[src/rtl/pad_pkg.sv]
`default_nettype none
package pad_pkg;

  localparam int unsigned BASELINE_SAMPLES = 15;

  localparam int unsigned SAMPLE_W = 16;
  localparam int unsigned LEVEL_W  = SAMPLE_W + 1;
  localparam int unsigned THR_W    = 16;
  localparam int unsigned CNT_W    = $clog2(BASELINE_SAMPLES + 1);
  localparam int unsigned SUM_W    = LEVEL_W + CNT_W;
  localparam int unsigned CFG_IDX_W = 1;
  localparam int unsigned CFG_W     = 16;

  localparam logic [CNT_W-1:0] BASE_TARGET = CNT_W'(BASELINE_SAMPLES);

  localparam logic [THR_W-1:0] SEVERE_THRESHOLD_RST   = THR_W'(50);
  localparam logic [THR_W-1:0] MIN_BASELINE_LEVEL_RST = THR_W'(100);

  typedef enum logic [CFG_IDX_W-1:0] {
    CFG_SEVERE_THRESHOLD   = 1'b0,
    CFG_MIN_BASELINE_LEVEL = 1'b1
  } cfg_reg_t;

  typedef enum logic [1:0] {
    SPEED_LEAVE   = 2'd0,
    SPEED_DECEL   = 2'd1,
    SPEED_RESTORE = 2'd2
  } speed_action_t;

  typedef struct packed {
    logic [SAMPLE_W-1:0] range_sample;
    logic                automatic_mode;
  } item_t;

  typedef struct packed {
    logic [LEVEL_W-1:0] filtered_level_x2;
    logic               baseline_ready;
    logic               inspection_active;
    logic               inspection_started;
    speed_action_t      speed_action;
  } result_t;

endpackage
`default_nettype wire

[src/rtl/pad_core.sv]
`default_nettype none
module pad_core (
  input  wire logic                         clk,
  input  wire logic                         rst,
  input  wire logic                         advance,
  input  wire pad_pkg::item_t               item,
  input  wire logic [pad_pkg::THR_W-1:0]    severe_threshold,
  input  wire logic [pad_pkg::THR_W-1:0]    min_baseline_level,
  output pad_pkg::result_t                  result
);

  logic [pad_pkg::SAMPLE_W-1:0] previous_sample;
  logic                         window_full;
  logic                         have_first_sample;
  logic [pad_pkg::SUM_W-1:0]    baseline_sum_x2;
  logic [pad_pkg::CNT_W-1:0]    baseline_count;
  logic                         inspecting;

  logic                         window_full_next;
  logic [pad_pkg::SUM_W-1:0]    baseline_sum_x2_next;
  logic [pad_pkg::CNT_W-1:0]    baseline_count_next;
  logic                         inspecting_next;

  logic [pad_pkg::LEVEL_W-1:0]  mean_x2;
  logic [pad_pkg::LEVEL_W-1:0]  min_x2;
  logic                         filling;
  logic [pad_pkg::SUM_W-1:0]    scaled;
  logic [pad_pkg::SUM_W-1:0]    dev;
  logic [pad_pkg::SUM_W-1:0]    limit;
  logic                         severe;
  logic                         started;
  pad_pkg::speed_action_t       action;

  always_comb begin
    if (have_first_sample) begin
      mean_x2 = pad_pkg::LEVEL_W'(previous_sample) + pad_pkg::LEVEL_W'(item.range_sample);
    end else begin
      mean_x2 = {item.range_sample, 1'b0};
    end
    window_full_next = window_full | have_first_sample;
    min_x2 = {min_baseline_level, 1'b0};
    filling = baseline_count < pad_pkg::BASE_TARGET;

    scaled = pad_pkg::SUM_W'(pad_pkg::BASE_TARGET) * pad_pkg::SUM_W'(mean_x2);
    dev = (scaled >= baseline_sum_x2) ? scaled - baseline_sum_x2 : baseline_sum_x2 - scaled;
    limit = pad_pkg::SUM_W'(pad_pkg::BASE_TARGET) * pad_pkg::SUM_W'({severe_threshold, 1'b0});
    severe = dev > limit;

    baseline_sum_x2_next = baseline_sum_x2;
    baseline_count_next  = baseline_count;
    inspecting_next      = inspecting;
    started              = 1'b0;
    action               = pad_pkg::SPEED_LEAVE;

    if (filling) begin
      if (window_full_next && (mean_x2 > min_x2)) begin
        baseline_sum_x2_next = baseline_sum_x2 + pad_pkg::SUM_W'(mean_x2);
        baseline_count_next  = baseline_count + pad_pkg::CNT_W'(1);
      end
    end else if (severe) begin
      if (!inspecting) begin
        inspecting_next = 1'b1;
        started         = 1'b1;
        if (item.automatic_mode) begin
          action = pad_pkg::SPEED_DECEL;
        end
      end
    end else if (inspecting) begin
      inspecting_next = 1'b0;
      action          = pad_pkg::SPEED_RESTORE;
    end

    result.filtered_level_x2  = mean_x2;
    result.baseline_ready     = baseline_count_next >= pad_pkg::BASE_TARGET;
    result.inspection_active  = inspecting_next;
    result.inspection_started = started;
    result.speed_action       = action;
  end

  always_ff @(posedge clk) begin
    if (rst) begin
      window_full       <= 1'b0;
      have_first_sample <= 1'b0;
      baseline_sum_x2   <= '0;
      baseline_count    <= '0;
      inspecting        <= 1'b0;
      previous_sample   <= '0;
    end else if (advance) begin
      window_full       <= window_full_next;
      have_first_sample <= 1'b1;
      baseline_sum_x2   <= baseline_sum_x2_next;
      baseline_count    <= baseline_count_next;
      inspecting        <= inspecting_next;
      previous_sample   <= item.range_sample;
    end
  end

endmodule
`default_nettype wire

[src/rtl/profile_anomaly_detector.sv]
// An accepted sample transaction passes through the input register and then the result register.
// Throughput: one sample per cycle while result_ready does not stall; the mean, baseline
// update and deviation compare all sit in one combinational stage between the two registers.
// Reset (rst, synchronous): clears history, baseline and inspection state,
// empties both registers and loads threshold 50 and minimum level 100.
`default_nettype none
module profile_anomaly_detector (
  input  wire logic                            clk,
  input  wire logic                            rst,
  input  wire logic                            sample_valid,
  output logic                                 sample_ready,
  input  wire logic [pad_pkg::SAMPLE_W-1:0]    range_sample,
  input  wire logic                            automatic_mode,
  output logic                                 result_valid,
  input  wire logic                            result_ready,
  output logic [pad_pkg::LEVEL_W-1:0]          filtered_level_x2,
  output logic                                 baseline_ready,
  output logic                                 inspection_active,
  output logic                                 inspection_started,
  output logic [1:0]                           speed_action,
  input  wire logic                            cfg_write,
  input  wire logic [pad_pkg::CFG_IDX_W-1:0]   cfg_index,
  input  wire logic [pad_pkg::CFG_W-1:0]       cfg_data
);

  logic [pad_pkg::THR_W-1:0] severe_threshold;
  logic [pad_pkg::THR_W-1:0] min_baseline_level;

  logic             in_full;
  pad_pkg::item_t   in_item;
  logic             advance;
  pad_pkg::result_t core_result;
  pad_pkg::result_t out_result;

  assign advance      = in_full && (!result_valid || result_ready);
  assign sample_ready = !in_full || advance;

  always_ff @(posedge clk) begin
    if (rst) begin
      severe_threshold   <= pad_pkg::SEVERE_THRESHOLD_RST;
      min_baseline_level <= pad_pkg::MIN_BASELINE_LEVEL_RST;
    end else if (cfg_write) begin
      unique case (pad_pkg::cfg_reg_t'(cfg_index))
        pad_pkg::CFG_SEVERE_THRESHOLD:   severe_threshold   <= cfg_data;
        pad_pkg::CFG_MIN_BASELINE_LEVEL: min_baseline_level <= cfg_data;
        default: ;
      endcase
    end
  end

  always_ff @(posedge clk) begin
    if (rst) begin
      in_full <= 1'b0;
    end else if (sample_ready) begin
      in_full <= sample_valid;
    end
  end

  always_ff @(posedge clk) begin
    if (sample_valid && sample_ready) begin
      in_item.range_sample   <= range_sample;
      in_item.automatic_mode <= automatic_mode;
    end
  end

  pad_core u_core (
    .clk                (clk),
    .rst                (rst),
    .advance            (advance),
    .item               (in_item),
    .severe_threshold   (severe_threshold),
    .min_baseline_level (min_baseline_level),
    .result             (core_result)
  );

  always_ff @(posedge clk) begin
    if (rst) begin
      result_valid <= 1'b0;
    end else if (advance) begin
      result_valid <= 1'b1;
    end else if (result_ready) begin
      result_valid <= 1'b0;
    end
  end

  always_ff @(posedge clk) begin
    if (advance) begin
      out_result <= core_result;
    end
  end

  assign filtered_level_x2  = out_result.filtered_level_x2;
  assign baseline_ready     = out_result.baseline_ready;
  assign inspection_active  = out_result.inspection_active;
  assign inspection_started = out_result.inspection_started;
  assign speed_action       = out_result.speed_action;

  a_start_implies_active: assert property (@(posedge clk) disable iff (rst)
    result_valid && inspection_started |-> inspection_active && baseline_ready)
    else $error("inspection started without active inspection or baseline");

  a_decel_only_on_start: assert property (@(posedge clk) disable iff (rst)
    result_valid && (speed_action == pad_pkg::SPEED_DECEL) |-> inspection_started)
    else $error("deceleration requested without a new inspection");

  a_restore_clears: assert property (@(posedge clk) disable iff (rst)
    result_valid && (speed_action == pad_pkg::SPEED_RESTORE)
      |-> !inspection_active && !inspection_started)
    else $error("restore issued while inspection still active");

  a_no_action_filling: assert property (@(posedge clk) disable iff (rst)
    result_valid && !baseline_ready |-> !inspection_active && (speed_action == pad_pkg::SPEED_LEAVE))
    else $error("inspection activity before baseline complete");

endmodule
`default_nettype wire

[config.mk]
export PLATFORM = sky130hd
export DESIGN_NAME = profile_anomaly_detector
export DESIGN_NICKNAME = d
export VERILOG_FILES = /design/src/rtl/pad_pkg.sv /design/src/rtl/pad_core.sv /design/src/rtl/profile_anomaly_detector.sv
export SDC_FILE = /design/constraint.sdc
export NUM_CORES = 1
export LEC_CHECK = 0
export BUFFER_PORTS_ARGS = -buffer_cell sky130_fd_sc_hd__buf_2
export CELL_PAD_IN_SITES_DETAIL_PLACEMENT = 1
export CELL_PAD_IN_SITES_GLOBAL_PLACEMENT = 1
export CORE_MARGIN = 5
export CORE_UTILIZATION = 49
export DETAILED_ROUTE_END_ITERATION = 6
export GPL_ROUTABILITY_DRIVEN = 1
export PLACE_DENSITY = 0.82
export SYNTH_ARGS = -nofsm -noshare
export SYNTH_HDL_FRONTEND = slang
export SYNTH_SLANG_ARGS = --single-unit
export TNS_END_PERCENT = 10
[constraint.sdc]
create_clock -name clk -period 9.88 [get_ports clk]
set_input_delay 1.976 -clock clk [delete_from_list [all_inputs] [get_ports clk]]
set_output_delay 1.976 -clock clk [all_outputs]
set_load 0.03 [all_outputs]
* After elaboration in Yosys (flattened, before gate mapping) *
Index checks and enable logic that the tools add are counted.

word-level totals
  flip-flop bits (word level) = 117
  word-level logic and storage cells = 57

cells by class
  add/subtract/negate cells = 5
  multipliers = 2
  order comparisons = 5
  multiplexer cells = 13
  bitwise gates (word level) = 3
  reductions and logical operators = 12

operator list
  cell                   number
  $sub 21x21->21         2
  $add 21x17->21         1
  $ge 21x21->1           1
  $gt 21x21->1           1
  $mul 4x17->21 const A  1
  $mux 21                1
  $mul 4x16->20 const A  1
  $add 16x16->17         1
  $gt 17x17->1           1
  $mux 17                1
  $mux 4                 2
  $mux 1                 6
  $mux 2                 3
  $add 4x1->4 const B    1
  $ge 4x4->1 const B     1
  $lt 4x4->1 const B     1
  $reduce_and 2->1       2
  $logic_and 1x1->1      3
  $reduce_and 3->1       1
  $logic_not 1->1        2
  $logic_or 1x1->1       2
  $not 1->1              2
  $reduce_bool 2->1      1
  $reduce_or 2->1        1
  $or 1x1->1             1

* Longest topological paths before layout *
Gate-level depths: netlist (run 1).

  depth after elaboration = 8
  mapped depth = 46
  mapped depth without buffers = 44

* Cells and area by module *
Synthesis (run 1) repeated with hierarchy kept, for this count alone.

unflattened totals
  cell total of the unflattened synthesis = 1353
  area, all modules = 12121.6 um^2

modules (own cells, without submodules)
  module                    instances  cells each  area an instance (um^2)  seq. area each (um^2)
  pad_core                  1          1176        9519.1                   880.8
  profile_anomaly_detector  1          177         2602.5                   1851.8

* Worst setup path before layout (run 1) *
Ideal clock, no wire load.

  path kind = reg-to-reg
  start point = reg in_item[6] (netlist name)
  end point = reg out_result (netlist bit speed_action[0]), data pin
  library setup time = 255 ps
  arrival time = 8623 ps
  required time = 9625 ps
  slack = 1003 ps
  cell stages (with the launch flop) = 44
  clock period less this slack = 8877 ps
  cell sequence = edfxtp_1 ha_1 a21o_1 a211oi_2 a211oi_4 o21a_1 o21a_1 o21ai_0 nand2b_1 xor2_1 mux2i_1 inv_2 ha_1 inv_1 fa_1 inv_1 ha_1 or2_2 [... 8 more ...] and2_1 and3_1 a211oi_1 o21bai_1 clkbuf_1 mux2i_1 xor2_1 ha_1 nor2b_1 o21a_1 o21a_1 o21a_1 o21ai_0 a211oi_1 o31ai_1 a21oi_1 nor3b_1 and2_1

RTL lines
  what                  line                            source
  from (decl)           profile_anomaly_detector.sv:30  pad_pkg::item_t in_item;
  to (signal assigned)  profile_anomaly_detector.sv:88  out_result <= core_result;
  to (decl)             profile_anomaly_detector.sv:33  pad_pkg::result_t out_result;

* Final worst setup path (run 1) *
  start point = reg in_item[6] (netlist name)
  end point = reg out_result (netlist bit speed_action[0]), data pin

on the way
  longest elaborated chain between the ends = 7

RTL lines
  what                                                   line            source
  $add 16x16->17                                         pad_core.sv:36  mean_x2 = pad_pkg::LEVEL_W'(previous_sample) + pad_pkg::LEVEL_W'(item.range_sample);
  $mux 17 (*)                                            pad_core.sv:35  if (have_first_sample) begin
  $mul 4x17->21 (*)                                      pad_core.sv:44  scaled = pad_pkg::SUM_W'(pad_pkg::BASE_TARGET) * pad_pkg::SUM_W'(mean_x2);
  $sub 21x21->21 / $ge 21x21->1 (equally long branches)  pad_core.sv:45  dev = (scaled >= baseline_sum_x2) ? scaled - baseline_sum_x2 : baseline_sum_x2 - scaled;
  $mux 21 (*)                                            pad_core.sv:45
  $gt 21x21->1 (*)                                       pad_core.sv:47  severe = dev > limit;
  $mux 2 (*)                                             pad_core.sv:60  end else if (severe) begin

Every way passes the cells marked *; elsewhere a longest branch is shown, timed or not.
A chain may end at the register's enable or synchronous reset.

==> results.md, run 1 <==
* Critical-path top delay cell: fa_1
* Layout area overhead at 11.95%
* Leak at 5.867 nW
* Final Hold Viols at 0
* Setup Skew at ~17 ps
* Register area share after synthesis at 0.2372
* Clock transition at path regs at ~70 ps
* Die width at about 160 µm
* Root buf cell: clkbuf_16
* Aggregate routed wire length at ~34000 µm
* Vias in the first global route at 10736
* Die ar. at ~27000 µm²
* Multi-input logic area at around 8000 µm²
* Sink Count at roughly 120
* Layout net count at 1652
* # setup viols final at 0
* Initial Util at 0.4938
* Kind of critical path: register to register
* Ys flop type: dfxtp_1
* Worst Setup End Kind: register
* Fin crit share at 0.9492
* Total GRT Usage at 0.2600
* Post-synth ARST share at 0
* Finished Core Util at 0.5528
* Max IR drop VDD at 0.2284 mV
* # IOs at between 60 and 70
* Ratio of cells with drive above 1 in the final layout at 0.1057
* GP Congestion at 0.8656
* Top cells by area, synth: ha_1, dfxtp_1, edfxtp_1, fa_1, a21oi_1
* Avg Cell Area, Syn at between 8 and 9 µm²
* DR vias at just under 10000
* First-pass GRT wire length at between 50000 and 60000 µm
* Setup tns final at 0 ps
* DR vias/cell at approximately 5.7
* CP required at around 10000 ps
* Slew Limit Headroom at 0.2611
* Worst skew pair latency at 440 ps
* Hold Crit Class: register to register
* Placement row count at between 50 and 60
* Data arrival, critical path at roughly 9600 ps
* Post-Syn Nets at 1593
* Seq. cell area at between 2000 and 3000 µm²
* Worst-case clock buffer depth at 2
* ANT nets after route at 0
* Initial antenna violation count at 0
* Worst slew pin tran at 1108 ps
* PortBufs at slightly above 60
* Antenna Cells at 0
* Core ar. at roughly 23000 µm²
* Syn Inst Count at roughly 1300
* Largest delay share family, worst path: compound AO/OA/AOI/OAI gates
* DP HPWL at roughly 25000 µm
* Status: complete, no violations
* Max stage delay on crit path at ~520 ps
* Number of enable flip-flop cells after synthesis at 39
* CTS tree: built
* FF+latch count, synth at ~120
* DR DRC count at 0
* First drt pass iteration count at 5
* Avg WL per Cell at approximately 20 µm
* Die Y at around 160 µm
* Worst setup SP type: register
* Final Critical Period at 9378 ps
* Clock buffer count from CTS at 17
* WP buf/inv at 2
* H-tree Lvls at 4
* Largest net degree at the start of global routing at about 80
* Synth Cell Area at around 12000 µm²
* Largest fanout on the critical path at 13
* Max Freq at 106.6 MHz
* Filler cell count at between 2000 and 3000
* Number of DRC markers in iteration 0 at between 500 and 600
* Pins Over Slew Limit at 0
* Yosys warning total at 0
* Most frequent cell on the critical path: o21a_1
* Total gr overflow at 0
* Max Cap Viol at 0
* Synth area leader: ha_1
* Yosys top cell area share at 0.1727
* P per Cell Area at about 380 nW/µm²
* Distinct cells, synth at just under 70
## stage by stage
stage          hold WS [ps]  cell area, µm²  worst slack [ps]  total power (W)  std cells
2_1_floorplan         436.3           11520              1003         0.003122       1337
3_3_place_gp          444.3           12160             237.6         0.003825       1690
3_5_place_dp          450.4           12160            -155.1         0.003978       1690
4_1_cts               464.3           12790             36.43         0.004717       1722
5_1_grt               479.3           12900            -17.20         0.005291       1728
6_report              461.6           12900             502.3         0.004850       1728
## Yosys cell counts, types with 9 or more instances
master,instances
a21oi_1,128
nand3b_1,12
edfxtp_1,39
o21ai_1,10
fa_1,58
xnor2_1,46
nand2_1,140
clkbuf_1,35
o21bai_1,12
nor3_1,18
ha_1,159
mux2i_1,25
nand4_1,14
dfxtp_1,78
nand3_1,17
nand2b_1,13
o21a_1,13
or3_1,14
o31ai_1,9
o211ai_1,9
nor2_1,78
a211oi_1,20
o21ai_0,47
xor2_1,37
and3_1,11
inv_1,144
a21o_1,32
a31oi_1,16
nor2b_1,17
## power by group
part / switching, W / leakage (nW) / internal (W)
logic: 0.00211 / 4.56 / 0.00150
clock network: 0.000287 / 0.305 / 0.000410
registers: 0.0000216 / 1.01 / 0.000521
total: 0.00242 / 5.87 / 0.00243
## path summary, 6_finish.rpt
check,startpoint,endpoint,slack (ps),cells after the start
worst min register to register,u_core.previous_sample[13],u_core.previous_sample[13],460,2
worst max register to register,in_item[6],speed_action[0],500,38
worst min-delay path,u_core.previous_sample[13],u_core.previous_sample[13],460,2
worst max-delay path,in_item[6],speed_action[0],500,38
## layer usage
metal / vias up / wire length, µm / GRT usage
met5: - / 0 / 0
met3: 71 / 928 / 0.03608
met4: 0 / 1056 / 0.08997
met1: 4854 / 14800 / 0.3199
met2: 177 / 17040 / 0.4664
li1: 4779 / - / -
## flip-flops by register name (all words and copies together) (netlist names), 2 cells and up
register,cells
speed_action,2
in_item,17
u_core.previous_sample,16
filtered_level_x2,17
min_baseline_level,16
u_core.baseline_sum_x2,21
u_core.baseline_count,4
severe_threshold,16
## tightest hold or removal path: cells and delay by family, from the launching register on
| family | cells | cell delay (ps) |
|---|---|---|
| flops | 1 | 310 |
| simple gates | 1 | 50 |
| compound gates | 1 | 50 |
## cells in the final DEF (no fill, tap or decap), types with 15 or more instances in the layout
cell,instances
a211oi_1,18
nor3_1,18
xnor2_1,46
fa_1,58
nor2b_1,17
inv_1,144
o21ai_0,46
a21o_1,32
buf_4,15
nand2_1,140
mux2i_1,22
nor2_1,78
xor2_1,37
nand3_1,17
a21oi_1,125
ha_1,159
clkbuf_16,17
buf_2,62
dfxtp_1,78
a31oi_1,15
edfxtp_1,39
## kinds of logic (layout without fill, tap and decap cells)
logic type,Yosys count,count (layout),share of synthesized area
xor gates and xnor gates,83,83,0.06310
adders and majority gates,218,218,0.2743
DFF,117,117,0.2372
AOI/OAI and AO/OA,332,332,0.1809
muxes,34,34,0.03052
buffers and inverters,185,257,0.06147
and+or+nand+nor,368,368,0.1525
## cell type report
class	count	share of cell area
multi-input combinational	1035	0.6316
sequential	117	0.2119
clock buffer	17	0.03298
inverter	147	0.04298
tap	319	0.03095
timing repair buffer	78	0.03366
clock inverter	15	0.01591
## what timing repair did
| action | 4_1_cts | 5_1_grt |
|---|---|---|
| endpoints found under the setup margin | 4 | 5 |
| buffers inserted | 0 | 6 |
| resized for setup | 2 | 13 |
| hold buffers | 0 | 0 |
| pin swaps | 0 | 2 |
No activity file was read; power rests on OpenSTA's default activity.
==> run 2: changes to the inputs <==
--- a/config.mk
+++ b/config.mk
@@ -5,14 +5,15 @@
 export SDC_FILE = /design/constraint.sdc
 export NUM_CORES = 1
 export LEC_CHECK = 0
+export ABC_AREA = 1
 export BUFFER_PORTS_ARGS = -buffer_cell sky130_fd_sc_hd__buf_2
 export CELL_PAD_IN_SITES_DETAIL_PLACEMENT = 1
 export CELL_PAD_IN_SITES_GLOBAL_PLACEMENT = 1
 export CORE_MARGIN = 5
-export CORE_UTILIZATION = 49
+export CORE_UTILIZATION = 47
 export DETAILED_ROUTE_END_ITERATION = 6
 export GPL_ROUTABILITY_DRIVEN = 1
-export PLACE_DENSITY = 0.82
+export PLACE_DENSITY = 0.81
 export SYNTH_ARGS = -nofsm -noshare
 export SYNTH_HDL_FRONTEND = slang
 export SYNTH_SLANG_ARGS = --single-unit
==> results.md, run 2 <==
* Status: complete, no violations (unchanged)
* Die Y at 172.2 µm (was 163.3 µm)
* DR vias/cell at 5.474 (was 5.718)
* Distinct cells, synth at 56 (was 68)
* Worst Setup End Kind: register (unchanged)
* # setup viols final at 0 (unchanged)
* Commonest cells after routing, fill and taps aside: nand2_1, inv_1, ha_1, a21oi_1, nor2_1 (was ha_1, inv_1, nand2_1, a21oi_1)
* Antenna Cells at 0 (unchanged)
* Data arrival, critical path at 9250 ps (was 9570 ps)
* Clock transition at path regs at 60 ps (was 70 ps)
* ANT nets after route at 0 (unchanged)
* Top cells by area, synth: ha_1, dfxtp_1, edfxtp_1, fa_1, nand2_1 (was ha_1, dfxtp_1, edfxtp_1, fa_1, a21oi_1)
* Largest register FFs at 21 (unchanged)
* DP HPWL at 29680 µm (was 25420 µm)
* DR vias at 11084 (was 9881)
* Initial Util at 0.4758 (was 0.4938)
* Worst setup SP type: register (unchanged)
* Most frequent cell on the critical path: nand2_1 (was o21a_1)
* Reg2reg end: u_core.inspecting (was speed_action[0])
* Pins Over Slew Limit at 0 (unchanged)
* Yosys warning total at 0 (unchanged)
* H-tree Lvls at 4 (unchanged)
* CTS tree: built (unchanged)
* Commonest non-fill, non-tap cell in the layout: nand2_1 (was ha_1)
* Hold-fix buffers, CTS at 0 (unchanged)
* Max Cap Viol at 0 (unchanged)
* Total GRT Usage at 0.2567 (was 0.2600)
* # IOs at 63 (unchanged)
* Layout area overhead at 9.837% (was 11.95%)
* Largest family of logic cells by synthesized area: adder cells (unchanged)
* Worst slew pin tran at 938.5 ps (was 1108 ps)
* Yosys top cell area share at 0.1609 (was 0.1727)
* Worst r2r src: in_item[1] (was in_item[6])
* Post-synthesis mux area share at 0 (was 0.03052)
* Register area share after synthesis at 0.2210 (was 0.2372)
* Die width at 172.2 µm (was 163.3 µm)
* Ratio of cells with drive above 1 in the final layout at 0.1142 (was 0.1057)
* Root buf cell: clkbuf_16 (unchanged)
* Compound-Gate Fraction of Synth Area at 0.1674 (was 0.1809)
* Largest net degree at the start of global routing at 51 (was 79)
* Avg Cell Area, Syn at 7.641 µm² (was 8.617 µm²)
* Max stage delay on crit path at 570 ps (was 520 ps)
* Largest register by flop count: u_core.baseline_sum_x2 (unchanged)
* Most common cell in the netlist: nand2_1 (was ha_1)
* Critical-path top delay cell: fa_1 (unchanged)
* Largest fanout on the critical path at 14 (was 13)
* Kind of critical path: register to register (unchanged)
* First-pass GRT wire length at 60730 µm (was 55260 µm)
* Top cells by count, synth: nand2_1, inv_1, ha_1 (was ha_1, inv_1, nand2_1)
* Filler cell count at 3298 (was 2798)
* Slew Limit Headroom at 0.3729 (was 0.2611)
* Layout net count at 1933 (was 1652)
* Placement row count at 59 (was 56)
* Synth Area in XOR/XNOR at 0.06730 (was 0.06310)
* Synth area leader: ha_1 (unchanged)
* Setup Skew at 31.30 ps (was 17.23 ps)
* Worst skew pair latency at 450 ps (was 440 ps)
* CP Capture Point: u_core.inspecting (was speed_action[0])
* Synth Area in Adders at 0.2548 (was 0.2743)
* Clock buffer count from CTS at 17 (unchanged)
* Syn Inst Count at 1618 (was 1337)
* Final Hold Viols at 0 (unchanged)
* Post-synth ARST share at 0 (unchanged)
* Die ar. at 29650 µm² (was 26680 µm²)
* PortBufs at 62 (unchanged)
* Total gr overflow at 0 (unchanged)
* Worst-case clock buffer depth at 2 (unchanged)
* Core ar. at 25980 µm² (was 23330 µm²)
* DR DRC count at 0 (unchanged)
* FF+latch count, synth at 117 (unchanged)
* Max Freq at 112.1 MHz (was 106.6 MHz)
* Number of enable flip-flop cells after synthesis at 39 (unchanged)
* GP Congestion at 0.9000 (was 0.8656)
* Setup tns final at 0 ps (unchanged)
* Simple-Gate Fraction of Synth Area at 0.1983 (was 0.1525)
* Beginning of the critical path: in_item[1] (was in_item[6])
* First drt pass iteration count at 5 (unchanged)
* Fin crit share at 0.9031 (was 0.9492)
* Avg WL per Cell at 18.18 µm (was 19.57 µm)
* Post-Syn Nets at 1874 (was 1593)
* Synth Cell Area at 12360 µm² (was 11520 µm²)
* Final Critical Period at 8922 ps (was 9378 ps)
* Ys flop type: dfxtp_1 (unchanged)
* Reg2reg setup slack at 960 ps (was 500 ps)
* RSZ-0062 raised after global routing: false
* Hold Crit Class: register to register (unchanged)
* CP required at 10210 ps (was 10080 ps)
* Sink Count at 117 (unchanged)
* Vias in the first global route at 11935 (was 10736)
* Initial antenna violation count at 0 (unchanged)
* Number of DRC markers in iteration 0 at 485 (was 542)
* Aggregate routed wire length at 36810 µm (was 33820 µm)
* Worst Reg2Reg Path Length in Cells at 48 (was 38)
-- run 2: area by class of cell --
cell class	count	area (µm²)	share of cell area
well taps	335	419.2	0.03087
inverters	245	923.4	0.06800
clock inverters	15	150.1	0.01106
clock buffers	17	425.4	0.03133
multi-input cells	1219	8506	0.6264
repair buffers	77	422.9	0.03114
flip-flops and latches	117	2733	0.2012
-- run 2: worst min-delay path by stage --
stage | startpoint | endpoint | slack, ps | cells after the start
6_report | min_baseline_level[3] | min_baseline_level[3] | 480 | 2
5_1_grt | min_baseline_level[3] | min_baseline_level[3] | 510 | 2
4_1_cts | min_baseline_level[3] | min_baseline_level[3] | 470 | 2
3_5_place_dp | min_baseline_level[3] | min_baseline_level[3] | 460 | 2
3_3_place_gp | u_core.window_full | u_core.window_full | 450 | 2
2_1_floorplan | min_baseline_level[10] | min_baseline_level[10] | 440 | 2
-- run 2: routing by layer --
| layer | wire length [µm] | part of all wire | GRT usage |
|---|---|---|---|
| met1 | 16470 | 0.45 | 0.3205 |
| met3 | 1037 | 0.028 | 0.03589 |
| met4 | 969 | 0.026 | 0.08100 |
| met2 | 18330 | 0.50 | 0.4585 |
| met5 | 0 | 0 | 0 |
-- run 2: through the flow --
| stage | utilization | setup slack, ps | hold WS [ps] | cells | cell area [µm²] |
|---|---|---|---|---|---|
| CTS | 0.5218 | 616.4 | 472.1 | 2023 | 13560 |
| floorplan | - | 1952 | 435.3 | 1618 | 12360 |
| detailed placement | 0.4996 | 651.7 | 464.1 | 1991 | 12980 |
| global placement | 0.4996 | 784.0 | 448.1 | 1991 | 12980 |
| global route | 0.5226 | 20.03 | 509.2 | 2025 | 13580 |
| finish | 0.5226 | 957.5 | 476.0 | 2025 | 13580 |
-- run 2: repair_timing --
action / in CTS / in global routing
endpoints found under the setup margin: 0 / 3
resized for setup: 0 / 5
setup buffers: 0 / 2
-- run 2: logic make-up after synthesis --
logic type	after synthesis
AOI/OAI and AO/OA	359
xor gates and xnor gates	95
adders and majority gates	217
buffers and inverters	282
DFF	117
and+or+nand+nor	548
-- run 2: critical path: cells and delay by family, from the launching register on --
family | cells | cell delay [ps]
buffers and inverters | 7 | 800
xor gates and xnor gates | 2 | 470
DFF | 1 | 380
AOI/OAI and AO/OA | 15 | 2330
and+or+nand+nor | 17 | 2020
adders and majority gates | 7 | 2820
Power of run 2 is not shown: default switching activity piles up to over one toggle a cycle in this logic, so the estimate is an artifact.
